$ cat src/hw/rtl/ipfb_pkg.sv
`default_nettype none
// ----------------------------------------------------------------------------
// ipfb_pkg
// Shared types, flag positions and channel helpers for the icon pixel
// filter and overlay blend pipeline.
// ----------------------------------------------------------------------------
package ipfb_pkg;

    localparam int unsigned CHAN_W    = 8;
    localparam int unsigned FLAGS_W   = 4;
    localparam int unsigned SUM_W     = 2 * CHAN_W;

    localparam logic [CHAN_W-1:0] CHAN_MAX = 8'hFF;

    // filter_flags bit positions
    localparam int unsigned FLAG_HALF   = 0;
    localparam int unsigned FLAG_GRAY   = 1;
    localparam int unsigned FLAG_TRED   = 2;
    localparam int unsigned FLAG_TGREEN = 3;

    typedef struct packed {
        logic [CHAN_W-1:0] alpha;
        logic [CHAN_W-1:0] blue;
        logic [CHAN_W-1:0] green;
        logic [CHAN_W-1:0] red;
    } rgba_t;

    // Filtered base pixel, overlay pixel and the effective blend weight
    typedef struct packed {
        rgba_t             base;
        rgba_t             over;
        logic [CHAN_W-1:0] weight;
    } mix_req_t;

    // Undivided blend sums, one per channel
    typedef struct packed {
        logic [SUM_W-1:0] alpha;
        logic [SUM_W-1:0] blue;
        logic [SUM_W-1:0] green;
        logic [SUM_W-1:0] red;
    } mix_sum_t;

    // c * 5 / 4, saturated at full scale
    function automatic logic [CHAN_W-1:0] up_scale(input logic [CHAN_W-1:0] c);
        logic [CHAN_W:0] v;
        v = {1'b0, c} + {3'b000, c[CHAN_W-1:2]};
        return v[CHAN_W] ? CHAN_MAX : v[CHAN_W-1:0];
    endfunction

    // c * 3 / 4, truncating
    function automatic logic [CHAN_W-1:0] down_scale(input logic [CHAN_W-1:0] c);
        logic [CHAN_W+1:0] v;
        v = {2'b00, c} + {1'b0, c, 1'b0};
        return v[CHAN_W+1:2];
    endfunction

endpackage : ipfb_pkg
`default_nettype wire

$ cat src/hw/rtl/ipfb_filter.sv
`default_nettype none
// ----------------------------------------------------------------------------
// ipfb_filter
// Stage 1: applies half opaque, gray out, tint red and tint green in that
// order and works out the blend weight (zero when no overlay blends).
// ----------------------------------------------------------------------------
module ipfb_filter
    import ipfb_pkg::*;
(
    input  wire logic               clk,
    input  wire logic               rst_n,
    input  wire logic [FLAGS_W-1:0] flags,
    input  wire logic               in_valid,
    output logic                    in_ready,
    input  wire rgba_t              in_base,
    input  wire rgba_t              in_over,
    input  wire logic               in_present,
    output logic                    out_valid,
    input  wire logic               out_ready,
    output mix_req_t                out_req
);

    logic     valid_reg;
    mix_req_t req_reg;
    mix_req_t req_next;

    assign in_ready = !valid_reg || out_ready;

    // Filter chain
    always_comb
    begin
        rgba_t p;
        p = in_base;
        if (flags[FLAG_HALF])
        begin
            p.alpha = {1'b0, p.alpha[CHAN_W-1:1]};
        end
        if (flags[FLAG_GRAY])
        begin
            p.red  = p.green;
            p.blue = p.green;
        end
        if (flags[FLAG_TRED])
        begin
            p.red   = up_scale(p.red);
            p.green = down_scale(p.green);
            p.blue  = down_scale(p.blue);
        end
        if (flags[FLAG_TGREEN])
        begin
            p.red   = down_scale(p.red);
            p.green = up_scale(p.green);
            p.blue  = down_scale(p.blue);
        end
        req_next.base   = p;
        req_next.over   = in_over;
        // zero weight makes the blend an exact pass-through
        req_next.weight = in_present ? in_over.alpha : '0;
    end

    // Stage valid
    always_ff @(posedge clk or negedge rst_n)
    begin
        if (!rst_n)
        begin
            valid_reg <= 1'b0;
        end
        else if (in_ready)
        begin
            valid_reg <= in_valid;
        end
    end

    // Stage payload
    always_ff @(posedge clk)
    begin
        if (in_ready && in_valid)
        begin
            req_reg <= req_next;
        end
    end

    assign out_valid = valid_reg;
    assign out_req   = req_reg;

endmodule : ipfb_filter
`default_nettype wire

$ cat src/hw/rtl/ipfb_mix_mul.sv
`default_nettype none
// ----------------------------------------------------------------------------
// ipfb_mix_mul
// Stage 2: forms o*w + d*(255-w) for each channel; the alpha channel uses
// the overlay alpha as its overlay value.
// ----------------------------------------------------------------------------
module ipfb_mix_mul
    import ipfb_pkg::*;
(
    input  wire logic     clk,
    input  wire logic     rst_n,
    input  wire logic     in_valid,
    output logic          in_ready,
    input  wire mix_req_t in_req,
    output logic          out_valid,
    input  wire logic     out_ready,
    output mix_sum_t      out_sum
);

    logic     valid_reg;
    mix_sum_t sum_reg;
    mix_sum_t sum_next;

    assign in_ready = !valid_reg || out_ready;

    function automatic logic [SUM_W-1:0] mix_sum(
        input logic [CHAN_W-1:0] o,
        input logic [CHAN_W-1:0] d,
        input logic [CHAN_W-1:0] w
    );
        logic [SUM_W-1:0] po;
        logic [SUM_W-1:0] pd;
        po = {{CHAN_W{1'b0}}, o} * {{CHAN_W{1'b0}}, w};
        pd = {{CHAN_W{1'b0}}, d} * {{CHAN_W{1'b0}}, CHAN_MAX - w};
        // bounded by 255*255, no carry out
        return po + pd;
    endfunction

    // Per-channel products
    always_comb
    begin
        sum_next.red   = mix_sum(in_req.over.red,   in_req.base.red,   in_req.weight);
        sum_next.green = mix_sum(in_req.over.green, in_req.base.green, in_req.weight);
        sum_next.blue  = mix_sum(in_req.over.blue,  in_req.base.blue,  in_req.weight);
        sum_next.alpha = mix_sum(in_req.over.alpha, in_req.base.alpha, in_req.weight);
    end

    // Stage valid
    always_ff @(posedge clk or negedge rst_n)
    begin
        if (!rst_n)
        begin
            valid_reg <= 1'b0;
        end
        else if (in_ready)
        begin
            valid_reg <= in_valid;
        end
    end

    // Stage payload
    always_ff @(posedge clk)
    begin
        if (in_ready && in_valid)
        begin
            sum_reg <= sum_next;
        end
    end

    assign out_valid = valid_reg;
    assign out_sum   = sum_reg;

endmodule : ipfb_mix_mul
`default_nettype wire

$ cat src/hw/rtl/ipfb_div255.sv
`default_nettype none
// ----------------------------------------------------------------------------
// ipfb_div255
// Stage 3: divides each blend sum by 255 and holds the result pixel as the
// output register.
// ----------------------------------------------------------------------------
module ipfb_div255
    import ipfb_pkg::*;
(
    input  wire logic     clk,
    input  wire logic     rst_n,
    input  wire logic     in_valid,
    output logic          in_ready,
    input  wire mix_sum_t in_sum,
    output logic          out_valid,
    input  wire logic     out_ready,
    output rgba_t         out_pix
);

    logic  valid_reg;
    rgba_t pix_reg;
    rgba_t pix_next;

    assign in_ready = !valid_reg || out_ready;

    // x / 255 == (x + (x >> 8) + 1) >> 8, exact for x up to 255*255
    function automatic logic [CHAN_W-1:0] div255(input logic [SUM_W-1:0] x);
        logic [SUM_W:0] t;
        t = {1'b0, x} + {{(CHAN_W+1){1'b0}}, x[SUM_W-1:CHAN_W]} + {{SUM_W{1'b0}}, 1'b1};
        return t[SUM_W-1:CHAN_W];
    endfunction

    always_comb
    begin
        pix_next.red   = div255(in_sum.red);
        pix_next.green = div255(in_sum.green);
        pix_next.blue  = div255(in_sum.blue);
        pix_next.alpha = div255(in_sum.alpha);
    end

    // Stage valid
    always_ff @(posedge clk or negedge rst_n)
    begin
        if (!rst_n)
        begin
            valid_reg <= 1'b0;
        end
        else if (in_ready)
        begin
            valid_reg <= in_valid;
        end
    end

    // Stage payload
    always_ff @(posedge clk)
    begin
        if (in_ready && in_valid)
        begin
            pix_reg <= pix_next;
        end
    end

    assign out_valid = valid_reg;
    assign out_pix   = pix_reg;

endmodule : ipfb_div255
`default_nettype wire

$ cat src/hw/rtl/icon_pixel_filter_blend_top.sv
`default_nettype none
// ----------------------------------------------------------------------------
// icon_pixel_filter_blend_top
// Per-pixel icon filter (half opaque, gray, tint red, tint green) followed by
// an overlay alpha blend, as a three-stage stream pipeline.
// ----------------------------------------------------------------------------
//  channel   direction  width  contents
//  s_axis    in         64+1   base RGBA, overlay RGBA; tuser overlay_present
//  m_axis    out        32     processed RGBA
//  cfg       in         4      filter_flags write
//
//  One pixel per clock sustained while m_axis accepts; three register stages
//  (filter, multiply, divide by 255) lie between an input transaction and its
//  result.
//  rst_n clears the stage valid bits and filter_flags.
//  A stall on m_axis holds the stages backed up behind it; each stage takes
//  new data only when it is empty or its data moves on in the same cycle.
// ----------------------------------------------------------------------------
module icon_pixel_filter_blend_top
    import ipfb_pkg::*;
(
    input  wire logic               clk,
    input  wire logic               rst_n,
    input  wire logic               cfg_wr_en,
    input  wire logic [FLAGS_W-1:0] cfg_wr_data,
    input  wire logic               s_axis_tvalid,
    output logic                    s_axis_tready,
    // tdata: base_red, base_green, base_blue, base_alpha,
    //        over_red, over_green, over_blue, over_alpha
    input  wire logic [63:0]        s_axis_tdata,
    // tuser: overlay_present
    input  wire logic               s_axis_tuser,
    output logic                    m_axis_tvalid,
    input  wire logic               m_axis_tready,
    // tdata: out_red, out_green, out_blue, out_alpha
    output logic [31:0]             m_axis_tdata
);

    logic [FLAGS_W-1:0] flags_reg;

    rgba_t    base;
    rgba_t    over;
    logic     s1_valid;
    logic     s1_ready;
    mix_req_t s1_req;
    logic     s2_valid;
    logic     s2_ready;
    mix_sum_t s2_sum;
    rgba_t    out_pix;

    // Filter flag register
    always_ff @(posedge clk or negedge rst_n)
    begin
        if (!rst_n)
        begin
            flags_reg <= '0;
        end
        else if (cfg_wr_en)
        begin
            flags_reg <= cfg_wr_data;
        end
    end

    // Unpack input transaction
    assign base.red    = s_axis_tdata[7:0];
    assign base.green  = s_axis_tdata[15:8];
    assign base.blue   = s_axis_tdata[23:16];
    assign base.alpha  = s_axis_tdata[31:24];
    assign over.red    = s_axis_tdata[39:32];
    assign over.green  = s_axis_tdata[47:40];
    assign over.blue   = s_axis_tdata[55:48];
    assign over.alpha  = s_axis_tdata[63:56];

    ipfb_filter u_filter (
        .clk        (clk),
        .rst_n      (rst_n),
        .flags      (flags_reg),
        .in_valid   (s_axis_tvalid),
        .in_ready   (s_axis_tready),
        .in_base    (base),
        .in_over    (over),
        .in_present (s_axis_tuser),
        .out_valid  (s1_valid),
        .out_ready  (s1_ready),
        .out_req    (s1_req)
    );

    ipfb_mix_mul u_mix_mul (
        .clk       (clk),
        .rst_n     (rst_n),
        .in_valid  (s1_valid),
        .in_ready  (s1_ready),
        .in_req    (s1_req),
        .out_valid (s2_valid),
        .out_ready (s2_ready),
        .out_sum   (s2_sum)
    );

    ipfb_div255 u_div255 (
        .clk       (clk),
        .rst_n     (rst_n),
        .in_valid  (s2_valid),
        .in_ready  (s2_ready),
        .in_sum    (s2_sum),
        .out_valid (m_axis_tvalid),
        .out_ready (m_axis_tready),
        .out_pix   (out_pix)
    );

    // Pack output transaction
    assign m_axis_tdata = {out_pix.alpha, out_pix.blue, out_pix.green, out_pix.red};

endmodule : icon_pixel_filter_blend_top
`default_nettype wire

$ cat config.mk
export PLATFORM = sky130hd
export DESIGN_NAME = icon_pixel_filter_blend_top
export DESIGN_NICKNAME = d
export VERILOG_FILES = /design/src/hw/rtl/ipfb_pkg.sv /design/src/hw/rtl/ipfb_filter.sv /design/src/hw/rtl/ipfb_mix_mul.sv /design/src/hw/rtl/ipfb_div255.sv /design/src/hw/rtl/icon_pixel_filter_blend_top.sv
export SDC_FILE = /design/constraint.sdc
export NUM_CORES = 1
export LEC_CHECK = 0
export BUFFER_PORTS_ARGS = -buffer_cell sky130_fd_sc_hd__buf_2
export CORE_ASPECT_RATIO = 1.1
export CORE_MARGIN = 3
export CORE_UTILIZATION = 45
export DETAILED_ROUTE_END_ITERATION = 6
export GPL_ROUTABILITY_DRIVEN = 0
export SLEW_MARGIN = 15
export SYNTH_ARGS = -nofsm -noshare
export SYNTH_HDL_FRONTEND = slang
export SYNTH_SLANG_ARGS = --single-unit
$ cat constraint.sdc
create_clock -name clk -period 6.4 [get_ports clk]
set_input_delay 0.64 -clock clk [delete_from_list [all_inputs] [get_ports clk]]
set_output_delay 0.64 -clock clk [all_outputs]
set_load 0.05 [all_outputs]
==> flow_metrics.env, run 1 <==
export IMPL_ys_seq_elements=175
export IMPL_synth_area_um2=26610
export IMPL_drive_gt1_frac=0.07847
export IMPL_final_max_slew_viol_count=0
export IMPL_area_growth_pct=8.310
export IMPL_worstPathMaxFanout=13
export IMPL_fin_skew_ns=0.02235
export IMPL_cp_end_kind="flip-flop"
export IMPL_core_area_um2=57900
export IMPL_synth_edf_count=168
export IMPL_hold_path_class="input pin to flip-flop"
export IMPL_max_freq_mhz=167.1
export IMPL_drtPass1Iterations=5
export IMPL_drt_first_iter_violations=818
export IMPL_row_count=92
export IMPL_antenna_left=0
export IMPL_grt_use_total=0.1950
export IMPL_yosys_cell_types_count=67
export IMPL_synth_top_cell_area_share=0.2935
export IMPL_worstMarginPinSlew_ns=1.019
export IMPL_via_count=18060
export IMPL_yosys_most_used_dff="edfxtp_1"
export IMPL_critPathKind="flip-flop to flip-flop"
export IMPL_antenna_found_initial=0
export IMPL_ioPinCount=108
export IMPL_die_height_um=261.0
export IMPL_ys_top_cells_by_area="fa_1 29%, edfxtp_1 19%, ha_1 15%, inv_1 8.1%, nor2b_1 4.7%"
export IMPL_num_antenna_cells=0
export IMPL_fin_crit_ns=5.985
export IMPL_ys_seq_area_frac=0.1962
export IMPL_finalSetupTns_ns=0
export IMPL_cts_tree="yes"
export IMPL_via_per_inst=5.098
export IMPL_final_cell_mix="576 x inv_1, 390 x fa_1, 320 x ha_1"
export IMPL_syn_inst=2685
export IMPL_dieArea_um2=62080
export IMPL_synth_warnings=0
export IMPL_largest_reg_flops=72
export IMPL_port_buffer_count=107
export IMPL_start_util=0.4595
export IMPL_required_ns=6.62
export IMPL_dieWidth_um=237.8
export IMPL_clock_sinks=175
export IMPL_clkTransAtPathRegs_ns=0.07
export IMPL_final_common_cell="inv_1"
export IMPL_drc=0
export IMPL_grt_pass1_wl_um=97080
export IMPL_clkLatencyLatePin_ns=0.50
export IMPL_synth_top_area_cell="fa_1"
export IMPL_setup_viol_count_final=0
export IMPL_grt_pass1_vias=19760
export IMPL_grt_overflow=0
export IMPL_root_buffer="clkbuf_16"
export IMPL_outcome="finished clean"
export IMPL_start_kind="flip-flop"
export IMPL_critPathArrivalTime_ns=6.21
export IMPL_clockBufferDepth=2
export IMPL_rsz0062_at_grt="false"
export IMPL_cts_made_buffers=17
export IMPL_nNetsFinal=3563
export IMPL_syn_mean_instance_area_um2=9.909
export IMPL_async_reset_ff_frac=0.04000
export IMPL_wl_um=56780
export IMPL_wire_per_inst_um=16.03
export IMPL_place_hpwl_um=45160
export IMPL_cap_viol_max_count=0
export IMPL_maxSlewHeadroom=0.3207
export IMPL_fin_crit_sh=0.9351
export IMPL_hold_viol_final=0
export IMPL_htreeDepth=4
export IMPL_grt_max_degree=65
==> area by class of cell <==
class                           instances  area (µm²)
Clock buffer                           18       429.2
Fill cell                            5362       29080
Tap cell                              752       940.9
Timing Repair Buffer                  143       920.9
Sequential cell                       175        5220
Inverter                              577        2166
Multi-Input combinational cell       1865       18960
Clock inverter                         13       177.7
==> final timing paths <==
path / from / to / slack, ns / depth (start not counted)
max in group asynchronous: rst_n / u_div255.out_valid / 5.69 / 2
max: u_filter.out_req[5] / u_mix_mul.out_sum[46] / 0.42 / 19
min reg2reg: u_filter.out_valid / u_mix_mul.out_valid / 0.49 / 1
min in group asynchronous: rst_n / flags_reg[2] / 0.53 / 2
max reg2reg: u_filter.out_req[5] / u_mix_mul.out_sum[46] / 0.42 / 19
min: s_axis_tdata[41] / u_filter.out_req[17] / 0.33 / 1
==> through the flow <==
step	hold WS [ns]	cell area, µm²	cells	util	setup WS, ns
floorplan	0.3444	26620	2688	-	0.7108
global placement	0.4608	28180	3508	0.4866	0.4952
detailed placement	0.4749	28180	3508	0.4866	0.4400
CTS	0.2720	28790	3540	0.4973	0.3920
global route	0.2850	28820	3543	0.4977	0.06735
finish	0.3265	28820	3543	0.4977	0.4155
==> routing by layer <==
layer / vias to the layer above / track usage / routed length (µm)
met5: - / 0 / 0
met4: 0 / 0.05189 / 1026
met3: 56 / 0.02981 / 2029
met2: 295 / 0.3444 / 28850
met1: 9134 / 0.2509 / 24880
li1: 8576 / - / -
==> critical path, cell delays in order, from the launching register on <==
cell and delay [ns]:
edfxtp_1 0.62, buf_4 0.31, nand2b_1 0.19, fa_1 0.52
fa_1 0.50, inv_1 0.05, fa_1 0.53, fa_1 0.44
fa_1 0.49, inv_1 0.05, fa_1 0.48, inv_1 0.04
ha_1 0.32, nor3_1 0.18, nor2_1 0.07, a31oi_1 0.25
nor2b_1 0.08, o21a_1 0.19, o41ai_1 0.31, xnor2_1 0.11
==> synth_stat cells, types with 10 or more instances <==
cell	n
inv_1	576
fa_1	390
ha_1	320
nor2b_1	200
and2_1	168
edfxtp_1	168
nand2_1	152
nand2b_1	85
nor2_1	77
xnor2_1	75
o21ai_0	66
clkbuf_1	62
a21oi_1	58
xor2_1	34
a21o_1	31
mux2_2	29
nand3_1	27
a211oi_1	16
o21a_1	16
nor3_1	15
a31oi_1	13
mux2i_1	11
o211ai_1	10
==> timing repair <==
| item | in CTS | in global routing |
|---|---|---|
| buffers inserted | 0 | 3 |
| endpoints found under the hold margin | 7 | 0 |
| resized for setup | 0 | 0 |
| setup endpoints to repair | 0 | 2 |
| hold buffers | 1 | 0 |
==> kinds of logic after synthesis <==
| group | count (synthesis) | synth area share |
|---|---|---|
| xor+xnor | 109 | 0.03588 |
| other cells | 1 | 0.0001409 |
| buf+inv | 648 | 0.09170 |
| simple gates | 753 | 0.1548 |
| mux | 40 | 0.01641 |
| flops | 175 | 0.1962 |
| compound gates | 249 | 0.06090 |
| fa+ha+maj | 710 | 0.4439 |
Power of run 1 is not shown: default switching activity piles up to over one toggle a cycle in this logic, so the estimate is an artifact.
==> inputs of run 2 (changes only) <==
- CORE_UTILIZATION: 45 -> 55
- CTS_CLUSTER_DIAMETER: not set -> 50
- PLACE_DENSITY: not set -> 0.72
==> flow_metrics.env, run 2 (same netlist as run 1, synthesis figures left out) <==
export IMPL_worstPathMaxFanout=32
export IMPL_outcome="finished clean"
export IMPL_via_per_inst=5.323
export IMPL_clock_sinks=175
export IMPL_cts_tree="yes"
export IMPL_hold_viol_final=0
export IMPL_wl_um=56150
export IMPL_place_hpwl_um=43520
export IMPL_fin_skew_ns=0.01025
export IMPL_antenna_left=0
export IMPL_area_growth_pct=7.261
export IMPL_setup_viol_count_final=0
export IMPL_wire_per_inst_um=16.42
export IMPL_critPathKind="flip-flop to flip-flop"
export IMPL_hold_path_class="input pin to flip-flop"
export IMPL_drive_gt1_frac=0.07513
export IMPL_antenna_found_initial=0
export IMPL_drt_first_iter_violations=907
export IMPL_grt_max_degree=73
export IMPL_clkTransAtPathRegs_ns=0.07
export IMPL_cts_repair_resized=0
export IMPL_htreeDepth=4
export IMPL_required_ns=6.63
export IMPL_maxSlewHeadroom=0.2454
export IMPL_grt_use_total=0.2334
export IMPL_clockBufferDepth=2
export IMPL_cap_viol_max_count=0
export IMPL_ioPinCount=108
export IMPL_start_kind="flip-flop"
export IMPL_finalSetupTns_ns=0
export IMPL_dieWidth_um=215.7
export IMPL_largest_reg_flops=72
export IMPL_final_cell_mix="576 x inv_1, 390 x fa_1, 320 x ha_1"
export IMPL_rsz0062_at_grt="false"
export IMPL_cp_end_kind="flip-flop"
export IMPL_drtPass1Iterations=5
export IMPL_row_count=83
export IMPL_num_fill_cells=3897
export IMPL_root_buffer="clkbuf_16"
export IMPL_start_util=0.5631
export IMPL_fin_crit_sh=0.9336
export IMPL_nNetsFinal=3553
export IMPL_grt_pass1_vias=20000
export IMPL_critPathArrivalTime_ns=6.21
export IMPL_cts_made_buffers=17
export IMPL_clkLatencyLatePin_ns=0.50
export IMPL_grt_overflow=0
export IMPL_final_max_slew_viol_count=0
export IMPL_worstMarginPinSlew_ns=1.132
export IMPL_register_area_um2=5220
export IMPL_via_count=18200
export IMPL_port_buffer_count=107
export IMPL_grt_pass1_wl_um=95610
export IMPL_drc=0
export IMPL_num_antenna_cells=0
export IMPL_die_height_um=236.7
export IMPL_dieArea_um2=51050
export IMPL_core_area_um2=47250
export IMPL_multi_input_area_um2=18960
export IMPL_fin_crit_ns=5.975
export IMPL_max_freq_mhz=167.4
export IMPL_final_common_cell="inv_1"
run 2: metrics by stage:
stage               setup slack (ns)  cells  cell area [µm²]    util  hold slack [ns]
global route                 0.01596   3419            28540  0.6039           0.2765
floorplan                     0.7108   2688            26620       -           0.3444
detailed placement            0.3425   3383            27910  0.5906           0.4689
CTS                           0.2607   3416            28500  0.6032           0.2635
finish                        0.4252   3419            28540  0.6039           0.3148
global placement              0.4637   3383            27910  0.5906           0.4654
run 2: path summary, 6_finish.rpt:
path	from	endpoint	slack (ns)	depth (start not counted)
hold reg to reg	u_filter.out_valid	u_mix_mul.out_valid	0.49	1
hold / removal	s_axis_tdata[54]	u_filter.out_req[30]	0.31	1
setup / recovery	u_filter.out_req[1]	u_mix_mul.out_sum[63]	0.43	21
min in group asynchronous	rst_n	flags_reg[3]	0.50	2
max in group asynchronous	rst_n	flags_reg[1]	5.73	2
setup reg to reg	u_filter.out_req[1]	u_mix_mul.out_sum[63]	0.43	21
run 2: per-layer routing:
layer  part of all wire  vias to the layer above  global-route usage
met4              0.027                        0             0.08233
li1                   -                     8569                   -
met1               0.42                     9165              0.2873
met5                  0                        -                   0
met3              0.041                       88             0.04274
met2               0.51                      376              0.4124
run 2: cell type report:
cell class | count | share of cell area
timing repair buffer | 133 | 0.02832
clock inverter | 15 | 0.005568
tap | 637 | 0.02793
clock buffer | 17 | 0.01491
multi-input combinational | 1865 | 0.6645
sequential | 175 | 0.1829
inverter | 577 | 0.07589
run 2: timing repair:
action / 4_1_cts / 5_1_grt
hold buffers: 1 / 0
setup buffers: 0 / 3
endpoints found under the setup margin: 0 / 1
endpoints found under the hold margin: 7 / 0
run 2: critical path, stage by stage (launching register included):
cell      delay, ns
edfxtp_1       0.65
buf_12         0.27
nand2_1        0.11
fa_1           0.55
inv_1          0.04
ha_1           0.26
inv_1          0.05
fa_1           0.50
inv_1          0.06
fa_1           0.54
inv_1          0.05
fa_1           0.47
inv_1          0.05
fa_1           0.46
ha_1           0.35
o21ai_0        0.12
o21ai_0        0.24
a21oi_1        0.13
o21ai_0        0.35
o21ai_0        0.13
o21ai_0        0.21
xnor2_1        0.11
Power of run 2 is left out for the same reason.
